`config.mk`:
```
export PLATFORM = sky130hd
export DESIGN_NAME = sorted_key_value_table
export DESIGN_NICKNAME = d
export VERILOG_FILES = /design/src/rtl/skvt_pkg.sv /design/src/rtl/skvt_cell.sv /design/src/rtl/skvt_group.sv /design/src/rtl/sorted_key_value_table.sv
export SDC_FILE = /design/constraint.sdc
export NUM_CORES = 2
export LEC_CHECK = 0
export BUFFER_PORTS_ARGS = -buffer_cell sky130_fd_sc_hd__clkbuf_2
export CELL_PAD_IN_SITES_DETAIL_PLACEMENT = 1
export CELL_PAD_IN_SITES_GLOBAL_PLACEMENT = 1
export CORE_ASPECT_RATIO = 1.75
export CORE_UTILIZATION = 47
export DETAILED_ROUTE_END_ITERATION = 8
export PLACE_DENSITY_LB_ADDON = 0.1
export SKIP_CTS_REPAIR_TIMING = 1
export SLEW_MARGIN = 10
export SYNTH_ARGS = -nofsm -noshare
export SYNTH_HDL_FRONTEND = slang
export SYNTH_HIERARCHICAL = 1
export SYNTH_SLANG_ARGS = --single-unit
```
`constraint.sdc`:
```
create_clock -name clk_i -period 5.8 [get_ports clk_i]
set_clock_uncertainty 0.05 [all_clocks]
set_input_delay 0.58 -clock clk_i [delete_from_list [all_inputs] [get_ports clk_i]]
set_output_delay 0.58 -clock clk_i [all_outputs]
set_load 0.03 [all_outputs]
```
`src/rtl/skvt_pkg.sv`:
```
// Shared types and constants for the sorted key/value table.
// Used by skvt_cell, skvt_group and sorted_key_value_table; depends on nothing.
`default_nettype none

package skvt_pkg;

  // Field widths and default sizing
  localparam int unsigned KEY_W     = 32;
  localparam int unsigned VAL_W     = 32;
  localparam int unsigned DEPTH_DEF = 16;
  // Cells folded by one registered reduction group
  localparam int unsigned GRP_W     = 16;

  // Request codes
  localparam logic REQ_INSERT = 1'b0;
  localparam logic REQ_REMOVE = 1'b1;

  // Result codes
  typedef enum logic [1:0] {
    ST_DONE    = 2'd0,
    ST_DUP     = 2'd1,
    ST_MISSING = 2'd2,
    ST_FULL    = 2'd3
  } status_e;

  // Shift command broadcast to every cell
  typedef struct packed {
    logic ins;  // open a hole at the insert point, shift upper part up
    logic rem;  // close the hit slot, shift upper part down
  } ctl_t;

endpackage

`default_nettype wire

```
`src/rtl/skvt_cell.sv`:
```
// One slot of the sorted chain: holds a key/value pair and its compare flags.
// Depends on skvt_pkg for widths and the shift command struct.
`default_nettype none

module skvt_cell (
  input  wire logic                              clk_i,
  input  wire logic                              cmp_en_i,
  input  wire logic                              occ_i,
  input  wire logic signed [skvt_pkg::KEY_W-1:0] req_key_i,
  input  wire logic signed [skvt_pkg::VAL_W-1:0] req_value_i,
  input  wire skvt_pkg::ctl_t                    ctl_i,
  input  wire logic                              left_lt_i,
  input  wire logic signed [skvt_pkg::KEY_W-1:0] left_key_i,
  input  wire logic signed [skvt_pkg::VAL_W-1:0] left_value_i,
  input  wire logic signed [skvt_pkg::KEY_W-1:0] right_key_i,
  input  wire logic signed [skvt_pkg::VAL_W-1:0] right_value_i,
  output logic signed [skvt_pkg::KEY_W-1:0]      key_o,
  output logic signed [skvt_pkg::VAL_W-1:0]      value_o,
  output logic                                   lt_o,
  output logic                                   eq_o
);

  logic signed [skvt_pkg::KEY_W-1:0] key_q, key_d;
  logic signed [skvt_pkg::VAL_W-1:0] value_q, value_d;
  logic                              lt_q, eq_q;

  // Pick the next slot contents from the shift command
  always_comb begin
    key_d   = key_q;
    value_d = value_q;
    if (ctl_i.ins && !lt_q) begin
      if (left_lt_i) begin
        key_d   = req_key_i;
        value_d = req_value_i;
      end else begin
        key_d   = left_key_i;
        value_d = left_value_i;
      end
    end else if (ctl_i.rem && !lt_q) begin
      key_d   = right_key_i;
      value_d = right_value_i;
    end
  end

  // Slot contents need no reset: only occupied slots are ever looked at
  always_ff @(posedge clk_i) begin
    key_q   <= key_d;
    value_q <= value_d;
  end

  // Compare against the pending request key
  always_ff @(posedge clk_i) begin
    if (cmp_en_i) begin
      lt_q <= occ_i && (key_q < req_key_i);
      eq_q <= occ_i && (key_q == req_key_i);
    end
  end

  assign key_o   = key_q;
  assign value_o = value_q;
  assign lt_o    = lt_q;
  assign eq_o    = eq_q;

endmodule

`default_nettype wire

```
`src/rtl/skvt_group.sv`:
```
// Registered hit/value reduction over one group of cells.
// Depends on skvt_pkg for the value width and default group size.
`default_nettype none

module skvt_group #(
  parameter int unsigned LANES = skvt_pkg::GRP_W
) (
  input  wire logic                              clk_i,
  input  wire logic                              en_i,
  input  wire logic [LANES-1:0]                  eq_i,
  input  wire logic [LANES-1:0][skvt_pkg::VAL_W-1:0] value_i,
  output logic                                   hit_o,
  output logic [skvt_pkg::VAL_W-1:0]             value_o
);

  logic                       hit_d, hit_q;
  logic [skvt_pkg::VAL_W-1:0] value_d, value_q;

  // Fold the one-hot match into a flag and the matching value
  always_comb begin
    hit_d   = 1'b0;
    value_d = '0;
    for (int unsigned i = 0; i < LANES; i++) begin
      hit_d   = hit_d | eq_i[i];
      value_d = value_d | (value_i[i] & {skvt_pkg::VAL_W{eq_i[i]}});
    end
  end

  always_ff @(posedge clk_i) begin
    if (en_i) begin
      hit_q   <= hit_d;
      value_q <= value_d;
    end
  end

  assign hit_o   = hit_q;
  assign value_o = value_q;

endmodule

`default_nettype wire

```
`src/rtl/sorted_key_value_table.sv`:
```
// Top level of the sorted key/value table: cell chain, reduction groups, control.
// Depends on skvt_pkg, skvt_cell and skvt_group.
//
// Usage:
//  - Request channel (req_valid_i / req_stall_o) carries one beat per request:
//    req_type_i selects insert (key_i with value_i) or remove (by key_i).
//  - Response channel (rsp_valid_o / rsp_stall_i) returns exactly one beat per
//    request: status_o and removed_value_o, in request order.
//  - A beat moves at a rising edge with valid high and stall low.
//  - Each request passes through these steps from acceptance to its response
//    beat: it is latched, every cell compares its key in parallel, the group
//    reduction of the match is registered, and the chain shifts while the
//    response register loads. The block takes a new request in the cycle
//    after that shift and not before, so requests do not overlap; the
//    sustained rate is set by the compare/reduce/shift sequence through the chain.
//  - The response register frees the chain: a request can be accepted while
//    the previous response still waits. If the receiver stalls, the next
//    request finishes its compare and then holds in the shift step.
//  - Reset empties the table (entry count to zero) and drops any pending
//    beat; no clearing pass is needed, slot contents are ignored when empty.
`default_nettype none

module sorted_key_value_table #(
  parameter int unsigned DEPTH = skvt_pkg::DEPTH_DEF
) (
  input  wire logic                              clk_i,
  input  wire logic                              rst_ni,
  input  wire logic                              req_valid_i,
  output logic                                   req_stall_o,
  input  wire logic                              req_type_i,
  input  wire logic signed [skvt_pkg::KEY_W-1:0] key_i,
  input  wire logic signed [skvt_pkg::VAL_W-1:0] value_i,
  output logic                                   rsp_valid_o,
  input  wire logic                              rsp_stall_i,
  output logic [1:0]                             status_o,
  output logic signed [skvt_pkg::VAL_W-1:0]      removed_value_o
);

  localparam int unsigned CNT_W = $clog2(DEPTH + 1);
  localparam int unsigned NG    = (DEPTH + skvt_pkg::GRP_W - 1) / skvt_pkg::GRP_W;
  localparam int unsigned NPAD  = NG * skvt_pkg::GRP_W;

  typedef enum logic [3:0] {
    S_IDLE  = 4'b0001,
    S_CMP   = 4'b0010,
    S_RED   = 4'b0100,
    S_APPLY = 4'b1000
  } state_e;

  state_e state_q, state_d;

  logic [CNT_W-1:0]                   count_q, count_d;
  logic                               type_q;
  logic signed [skvt_pkg::KEY_W-1:0]  rkey_q;
  logic signed [skvt_pkg::VAL_W-1:0]  rval_q;

  logic                               rsp_valid_q;
  skvt_pkg::status_e                  status_q, status_d;
  logic [skvt_pkg::VAL_W-1:0]         removed_q, removed_d;

  logic                               req_acc;
  logic                               fire;
  logic                               hit;
  logic [skvt_pkg::VAL_W-1:0]         hit_value;
  skvt_pkg::ctl_t                     ctl;

  logic signed [skvt_pkg::KEY_W-1:0]  cell_key [DEPTH];
  logic signed [skvt_pkg::VAL_W-1:0]  cell_val [DEPTH];
  logic [DEPTH-1:0]                   cell_lt;
  logic [DEPTH-1:0]                   cell_eq;

  logic [NPAD-1:0]                              eq_pad;
  logic [NPAD-1:0][skvt_pkg::VAL_W-1:0]         val_pad;
  logic [NG-1:0]                                grp_hit;
  logic [NG-1:0][skvt_pkg::VAL_W-1:0]           grp_val;

  assign req_stall_o = (state_q != S_IDLE);
  assign req_acc     = req_valid_i && !req_stall_o;
  assign fire        = (state_q == S_APPLY) && (!rsp_valid_q || !rsp_stall_i);

  // Advance through latch, compare, reduce and shift
  always_comb begin
    state_d = state_q;
    unique case (state_q)
      S_IDLE:  if (req_acc) state_d = S_CMP;
      S_CMP:   state_d = S_RED;
      S_RED:   state_d = S_APPLY;
      S_APPLY: if (fire) state_d = S_IDLE;
      default: state_d = S_IDLE;
    endcase
  end

  always_ff @(posedge clk_i or negedge rst_ni) begin
    if (!rst_ni) begin
      state_q <= S_IDLE;
    end else begin
      state_q <= state_d;
    end
  end

  // Hold the accepted request beat
  always_ff @(posedge clk_i) begin
    if (req_acc) begin
      type_q <= req_type_i;
      rkey_q <= key_i;
      rval_q <= value_i;
    end
  end

  // Combine the group results
  always_comb begin
    hit       = 1'b0;
    hit_value = '0;
    for (int unsigned g = 0; g < NG; g++) begin
      hit       = hit | grp_hit[g];
      hit_value = hit_value | grp_val[g];
    end
  end

  // Decide the outcome and the chain shift
  always_comb begin
    ctl       = '0;
    count_d   = count_q;
    status_d  = skvt_pkg::ST_DONE;
    removed_d = '0;
    if (type_q == skvt_pkg::REQ_INSERT) begin
      if (hit) begin
        status_d = skvt_pkg::ST_DUP;
      end else if (count_q == CNT_W'(DEPTH)) begin
        status_d = skvt_pkg::ST_FULL;
      end else begin
        ctl.ins = fire;
        count_d = count_q + CNT_W'(1);
      end
    end else begin
      if (!hit) begin
        status_d = skvt_pkg::ST_MISSING;
      end else begin
        ctl.rem   = fire;
        removed_d = hit_value;
        count_d   = count_q - CNT_W'(1);
      end
    end
  end

  always_ff @(posedge clk_i or negedge rst_ni) begin
    if (!rst_ni) begin
      count_q <= '0;
    end else if (fire) begin
      count_q <= count_d;
    end
  end

  // Response register: load on finish, drop once taken
  always_ff @(posedge clk_i or negedge rst_ni) begin
    if (!rst_ni) begin
      rsp_valid_q <= 1'b0;
    end else if (fire) begin
      rsp_valid_q <= 1'b1;
    end else if (!rsp_stall_i) begin
      rsp_valid_q <= 1'b0;
    end
  end

  always_ff @(posedge clk_i) begin
    if (fire) begin
      status_q  <= status_d;
      removed_q <= removed_d;
    end
  end

  assign rsp_valid_o     = rsp_valid_q;
  assign status_o        = status_q;
  assign removed_value_o = removed_q;

  // Cell chain
  for (genvar i = 0; i < DEPTH; i++) begin : g_cell
    logic                              left_lt;
    logic signed [skvt_pkg::KEY_W-1:0] left_key, right_key;
    logic signed [skvt_pkg::VAL_W-1:0] left_val, right_val;

    if (i == 0) begin : g_head
      assign left_lt  = 1'b1;
      assign left_key = '0;
      assign left_val = '0;
    end else begin : g_body
      assign left_lt  = cell_lt[i-1];
      assign left_key = cell_key[i-1];
      assign left_val = cell_val[i-1];
    end

    if (i == DEPTH - 1) begin : g_tail
      assign right_key = cell_key[i];
      assign right_val = cell_val[i];
    end else begin : g_mid
      assign right_key = cell_key[i+1];
      assign right_val = cell_val[i+1];
    end

    skvt_cell u_cell (
      .clk_i         (clk_i),
      .cmp_en_i      (state_q == S_CMP),
      .occ_i         (CNT_W'(i) < count_q),
      .req_key_i     (rkey_q),
      .req_value_i   (rval_q),
      .ctl_i         (ctl),
      .left_lt_i     (left_lt),
      .left_key_i    (left_key),
      .left_value_i  (left_val),
      .right_key_i   (right_key),
      .right_value_i (right_val),
      .key_o         (cell_key[i]),
      .value_o       (cell_val[i]),
      .lt_o          (cell_lt[i]),
      .eq_o          (cell_eq[i])
    );
  end

  // Pad the match lines up to whole groups
  for (genvar i = 0; i < NPAD; i++) begin : g_pad
    if (i < DEPTH) begin : g_real
      assign eq_pad[i]  = cell_eq[i];
      assign val_pad[i] = cell_val[i];
    end else begin : g_zero
      assign eq_pad[i]  = 1'b0;
      assign val_pad[i] = '0;
    end
  end

  // Registered reduction groups
  for (genvar g = 0; g < NG; g++) begin : g_grp
    skvt_group #(
      .LANES (skvt_pkg::GRP_W)
    ) u_group (
      .clk_i   (clk_i),
      .en_i    (state_q == S_RED),
      .eq_i    (eq_pad[g*skvt_pkg::GRP_W +: skvt_pkg::GRP_W]),
      .value_i (val_pad[g*skvt_pkg::GRP_W +: skvt_pkg::GRP_W]),
      .hit_o   (grp_hit[g]),
      .value_o (grp_val[g])
    );
  end

  // Entry count stays within the table size
  a_count_bound: assert property (@(posedge clk_i) disable iff (!rst_ni)
    count_q <= CNT_W'(DEPTH))
    else $error("entry count exceeds table depth");

  // An accepted request starts its compare in the next cycle
  a_accept_cmp: assert property (@(posedge clk_i) disable iff (!rst_ni)
    req_acc |=> (state_q == S_CMP))
    else $error("accepted request did not enter compare");

  // A successful insert grows the table by one
  a_ins_grow: assert property (@(posedge clk_i) disable iff (!rst_ni)
    (fire && type_q == skvt_pkg::REQ_INSERT && status_d == skvt_pkg::ST_DONE)
      |=> (count_q == $past(count_q) + CNT_W'(1)))
    else $error("insert did not grow entry count");

  // Only a successful remove reports a nonzero value
  a_zero_value: assert property (@(posedge clk_i) disable iff (!rst_ni)
    (rsp_valid_o && status_o != skvt_pkg::ST_DONE) |-> (removed_value_o == '0))
    else $error("nonzero value on failed request");

endmodule

`default_nettype wire

```
* After elaboration in Yosys (flattened, before gate mapping)
Index checks and enable logic that the tools add are counted.
** Operators by class
- Div/mod/pow operators :: 0
- Reduce and logical (&&, ||, !) cells :: 103
- Add/subtract/negate cells :: 2
- $lt $le $gt $ge :: 32
- Equal/unequal tests :: 28
- Bitwise logic cells :: 46
- Shift-type cells :: 0
- Multiplexer cells :: 108
- Multipliers :: 0
** Operators by type and width (number)
- $mux W32 :: 90
- $and A32 B32 Y32 :: 16
- $eq A32 B32 Y1 :: 16
- $lt A32 B32 Y1 :: 16
- $or A32 B32 Y32 :: 15
- $logic_and A1 B1 Y1 :: 65
- $lt A4 B5 Y1 const A :: 8
- $reduce_bool A2 Y1 :: 15
- $lt A3 B5 Y1 const A :: 4
- $mux W5 :: 4
- $logic_not A1 Y1 :: 19
- $pmux W4 S4 :: 1
- $or A1 B1 Y1 :: 15
- $lt A1 B5 Y1 const A :: 2
- $lt A2 B5 Y1 const A :: 2
- $mux W2 :: 4
- $mux W4 :: 2
- $ne A2 B2 Y1 const B :: 4
- $mux W1 :: 7
- $add A5 B1 Y5 const B :: 1
- $eq A5 B5 Y1 const B :: 1
- $sub A5 B1 Y5 const B :: 1
- $eq A4 B1 Y1 const B :: 1
- $eq A4 B2 Y1 const B :: 1
- 7 further kinds :: 9
** Storage, ports and cells
- Latch bits :: 0
- Bits of input ports :: 69
- Word-level logic and storage cells :: 393
- Bits in registers :: 1198
- Memories kept :: 0
- Output and inout port bits :: 36
- RAM bits :: 0
- ROM bits :: 0

* Longest topological paths before layout
- Depth in word-level cells :: 16
- Gate-level depth with buffers :: 12
- Gate-level depth less buffers :: 8

* Modules after synthesis
The synthesis kept the hierarchy.
** Modules (own cells, without submodules)
- skvt_cell (g_cell[0].u_cell ...) :: cells an instance 400, area each 4139.0 um^2, instances 13, sequential area each 1981.9 um^2
- skvt_cell (g_cell[8].u_cell ...) :: cells an instance 396, area each 4116.4 um^2, instances 2, sequential area each 1981.9 um^2
- skvt_cell (g_cell[13].u_cell) :: cells an instance 400, area each 4124.0 um^2, instances 1, sequential area each 1981.9 um^2
- sorted_key_value_table :: cells an instance 235, area each 4008.8 um^2, instances 1, sequential area each 3224.3 um^2
- skvt_group :: cells an instance 390, area each 3993.8 um^2, instances 1, sequential area each 991.0 um^2

* Least setup slack after synthesis
No wires, ideal clock.
- Path kind :: flip-flop to flip-flop
- Start :: reg count_q[1]
- End :: reg g_cell[0].u_cell.key_q, in the netlist g_cell[0].u_cell/key_o[0] (enable)
- Data required time :: 5263 ps
- Arrival :: 5046 ps
- Library setup time :: 487 ps
- Path slack :: 218 ps
- Period minus slack after synthesis :: 5582 ps
- Stages on the path, launching flop included :: 9
- Path buffers :: 1
- Cell sequence :: dfrtp_1 > clkbuf_1 > inv_1 > ha_1 > nand4bb_1 > nand4b_1 > nor2_1 > nor2_1 > nor2_1
** RTL lines
- start, declared :: RTL line sorted_key_value_table.sv:52 : logic [CNT_W-1:0] count_q, count_d;
- start signal, assigned :: RTL line sorted_key_value_table.sv:150 : count_q <= count_d;
- end signal, assigned :: RTL line skvt_cell.sv:47 : key_q <= key_d;
- end, declared :: RTL line skvt_cell.sv:23 : logic signed [skvt_pkg::KEY_W-1:0] key_q, key_d;

==> run summary <==
Status: complete, no violations
Clk root buf: clkbuf_16
Most common cell after layout, fill and taps aside: edfxtp_1
Min Hold Slack: 0.0206 ns
Worst-path clk slew: 0.06 ns
Final GP Congestion: 0.888
Post-route setup slack: 1.44 ns
Setup TNS: 0 ns
CTS tree: built
Largest net degree at the start of global routing: 94
RSZ-0062 raised after global routing: no
Initial antenna violation count: 5
Number of synthesized flops with an enable pin: 1188
Tmin final: 4.36 ns
Worst slack, placed: 1.40 ns
Xor-xnor portion of the synthesized cell area: 0.0472%
Max_cap viols: 0
Post-synth cell types: 64
Post-synthesis mux area share: 14.0%
Clock buffer depth: 4
Critical path class: flip-flop to flip-flop
CP arrival: 4.81 ns
Final critical-path share of the clock period: 75.2%
Site Rows: 192
Starting Density: 47.4%
Fin. Hold Viols: 0
DR iter-0 viols: 4304
Synth Flop Type: edfxtp_1
# nets final: 7723
Rel. slew slack: 11.2%
Yosys reg bits: 1198
FFs w/ async S/R, synth: 0.835%
I/O Pins: 105
Placed cell area: 77200 um^2
Largest family of logic cells by synthesized area: multiplexers
H-tree depth: 4
Final Cell Area: 82100 um^2
Share of cells above drive strength 1: 8.09%
Compound-Gate Fraction of Synth Area: 13.9%
Number of fill cells: 16800
Maximum VDD drop: 0.203 mV
Synth Area per Inst: 10.6 um^2
Port buffer count: 104
GR Util All Layers: 35.4%
First-pass GRT wire length: 414 mm
Mapped cell area: 74200 um^2
CTS buffer count: 138
HPWL after detailed placement: 192 mm
Pwr dens: 293 nW/um^2
# clock sinks: 1198
WL per Instance: 30.8 um
DR DRC count: 0
Die area: 159000 um^2
Max Slew Vio Count: 0
Critical path peak fanout: 51
Count of final setup violators: 0
Vert. Die Dim: 528 um
Power Total: 24.0 mW
Worst setup SP type: flip-flop
DP Cell Count: 8970
Post-Layout Cell Count: 9271
Critical Path End Type: flip-flop
Vias in the first global route: 63000
ANT nets after route: 0
Total gr overflow: 0
Syn Inst Count: 7017
DRT Pass-1 Iters: 6
Core area: 156000 um^2
Commonest non-fill, non-tap cells in the layout: edfxtp_1 (1188), nand2_1 (1159), mux2i_1 (1039), o21ai_1 (798), inv_1 (550)
Worst-Margin Slew: 1.32 ns
Synth Area in Simple Gates: 9.35%
Synth Area in Adders: 8.69%
Vias: 58900
Clock Latency Late Sink: 0.82 ns
Synth Warn #: 6
Fmax: 0.229 GHz
P_leak: 35.7 nW
CP Data Required Time: 6.25 ns
Sequential share of the synthesized area: 48.4%
Routed wire length: 285 mm
HP Class: input pin to flip-flop
Final Util: 52.5%
Die W: 302 um
Area Overhead vs Synth: 10.7%
Vias per cell: 6.35
## routing by layer
metal	share of wire, %	track usage, %
met2	51	62.9
met1	35	37.1
met3	5.4	4.45
met5	0.0046	0
met4	9.5	29.0
## final cells by class
class                           count  area (um^2)  area share (%)
Sequential cell                  1198        35900            43.8
Inverter                          551         2070            2.52
Clock inverter                     64          571           0.695
Timing Repair Buffer              331         2580            3.14
Multi-Input combinational cell   4919        34700            42.3
Tap cell                         2037         2550            3.11
Antenna cell                        1         2.50         0.00305
Clock buffer                      170         3650            4.44
## logic make-up after synthesis
| family | Yosys count |
|---|---|
| other | 2 |
| adder cells (fa/ha/maj) | 515 |
| flip-flops | 1198 |
| AND/OR/NAND/NOR | 1568 |
| XOR/XNOR | 4 |
| buffers and inverters | 963 |
| AO/OA/AOI/OAI | 1728 |
| multiplexers | 1039 |
## final timing paths
check | startpoint | end | slack, ns | cells past startpoint
setup / recovery | count_q[1]$_DFFE_PN0P_ | g_cell[4].u_cell/key_o[7]$_DFFE_PP_ | 1.44 | 9
hold / removal | key_i[31] | rkey_q[31]$_DFFE_PP_ | 0.02 | 1
setup reg to reg | count_q[1]$_DFFE_PN0P_ | g_cell[4].u_cell/key_o[7]$_DFFE_PP_ | 1.44 | 9
hold reg to reg | g_grp[0].u_group/value_o[12]$_DFFE_PP_ | removed_value_o[12]$_SDFFCE_PN0N_ | 0.50 | 1
max in group asynchronous | rst_ni | state_q[0]$_DFFE_PN1P_ | 5.21 | 2
min in group asynchronous | rst_ni | rsp_valid_o$_DFFE_PN0P_ | 0.18 | 2
## registers in the layout, summed over array words and instances, names as in the netlist, 2 cells and up
register	count
g_grp.u_group/value_o	32
g_cell.u_cell/key_o	512
removed_value_o	32
g_cell.u_cell/lt_o	16
status_o	2
rval_q	32
state_q	4
g_cell.u_cell/eq_o	16
rkey_q	32
count_q	5
g_cell.u_cell/value_o	512
## synthesized netlist by cell type (9+ instances only)
master	instances	area (um^2)
a22o_1	128	1120
o21ai_0	311	1560
nand4_1	109	682
nand2b_1	35	219
a21oi_2	26	228
o21a_1	28	210
inv_1	551	2070
dfrtp_1	9	225
clkbuf_1	210	788
nor4_1	22	138
nand4_2	14	175
o21ai_1	797	3990
nand3_1	47	235
and3_1	34	213
a22oi_1	14	105
edfxtp_1	1188	35700
nor3_1	16	80.1
mux2i_1	1039	10400
nor2_1	72	270
ha_1	515	6440
and4_1	10	87.6
buf_2	170	851
a2111oi_4	13	358
nand2_1	1159	4350
a221oi_1	124	1090
a21oi_1	220	1100
nand3b_1	14	105
nor4_2	14	175
buf_6	28	315
a21o_1	33	248
## critical path: stages (launching register included)
cell and delay (ns):
dfrtp_1 0.53, inv_1 0.15, ha_1 0.25, nand4bb_1 0.20, nand4b_1 0.22, nor2_4 0.95, nand2b_4 0.79, buf_4 0.58
nand2_1 0.18, o21ai_1 0.10
## power breakdown
group / total [mW] / internal [mW] / leakage (nW) / switching [mW]
combinational: 5.22 / 1.90 / 22.8 / 3.32
clock: 8.69 / 4.90 / 2.06 / 3.79
sequential: 10.1 / 9.65 / 10.8 / 0.483
total: 24.0 / 16.5 / 35.7 / 7.59
Note: power is estimated with default switching activity, not from simulation.
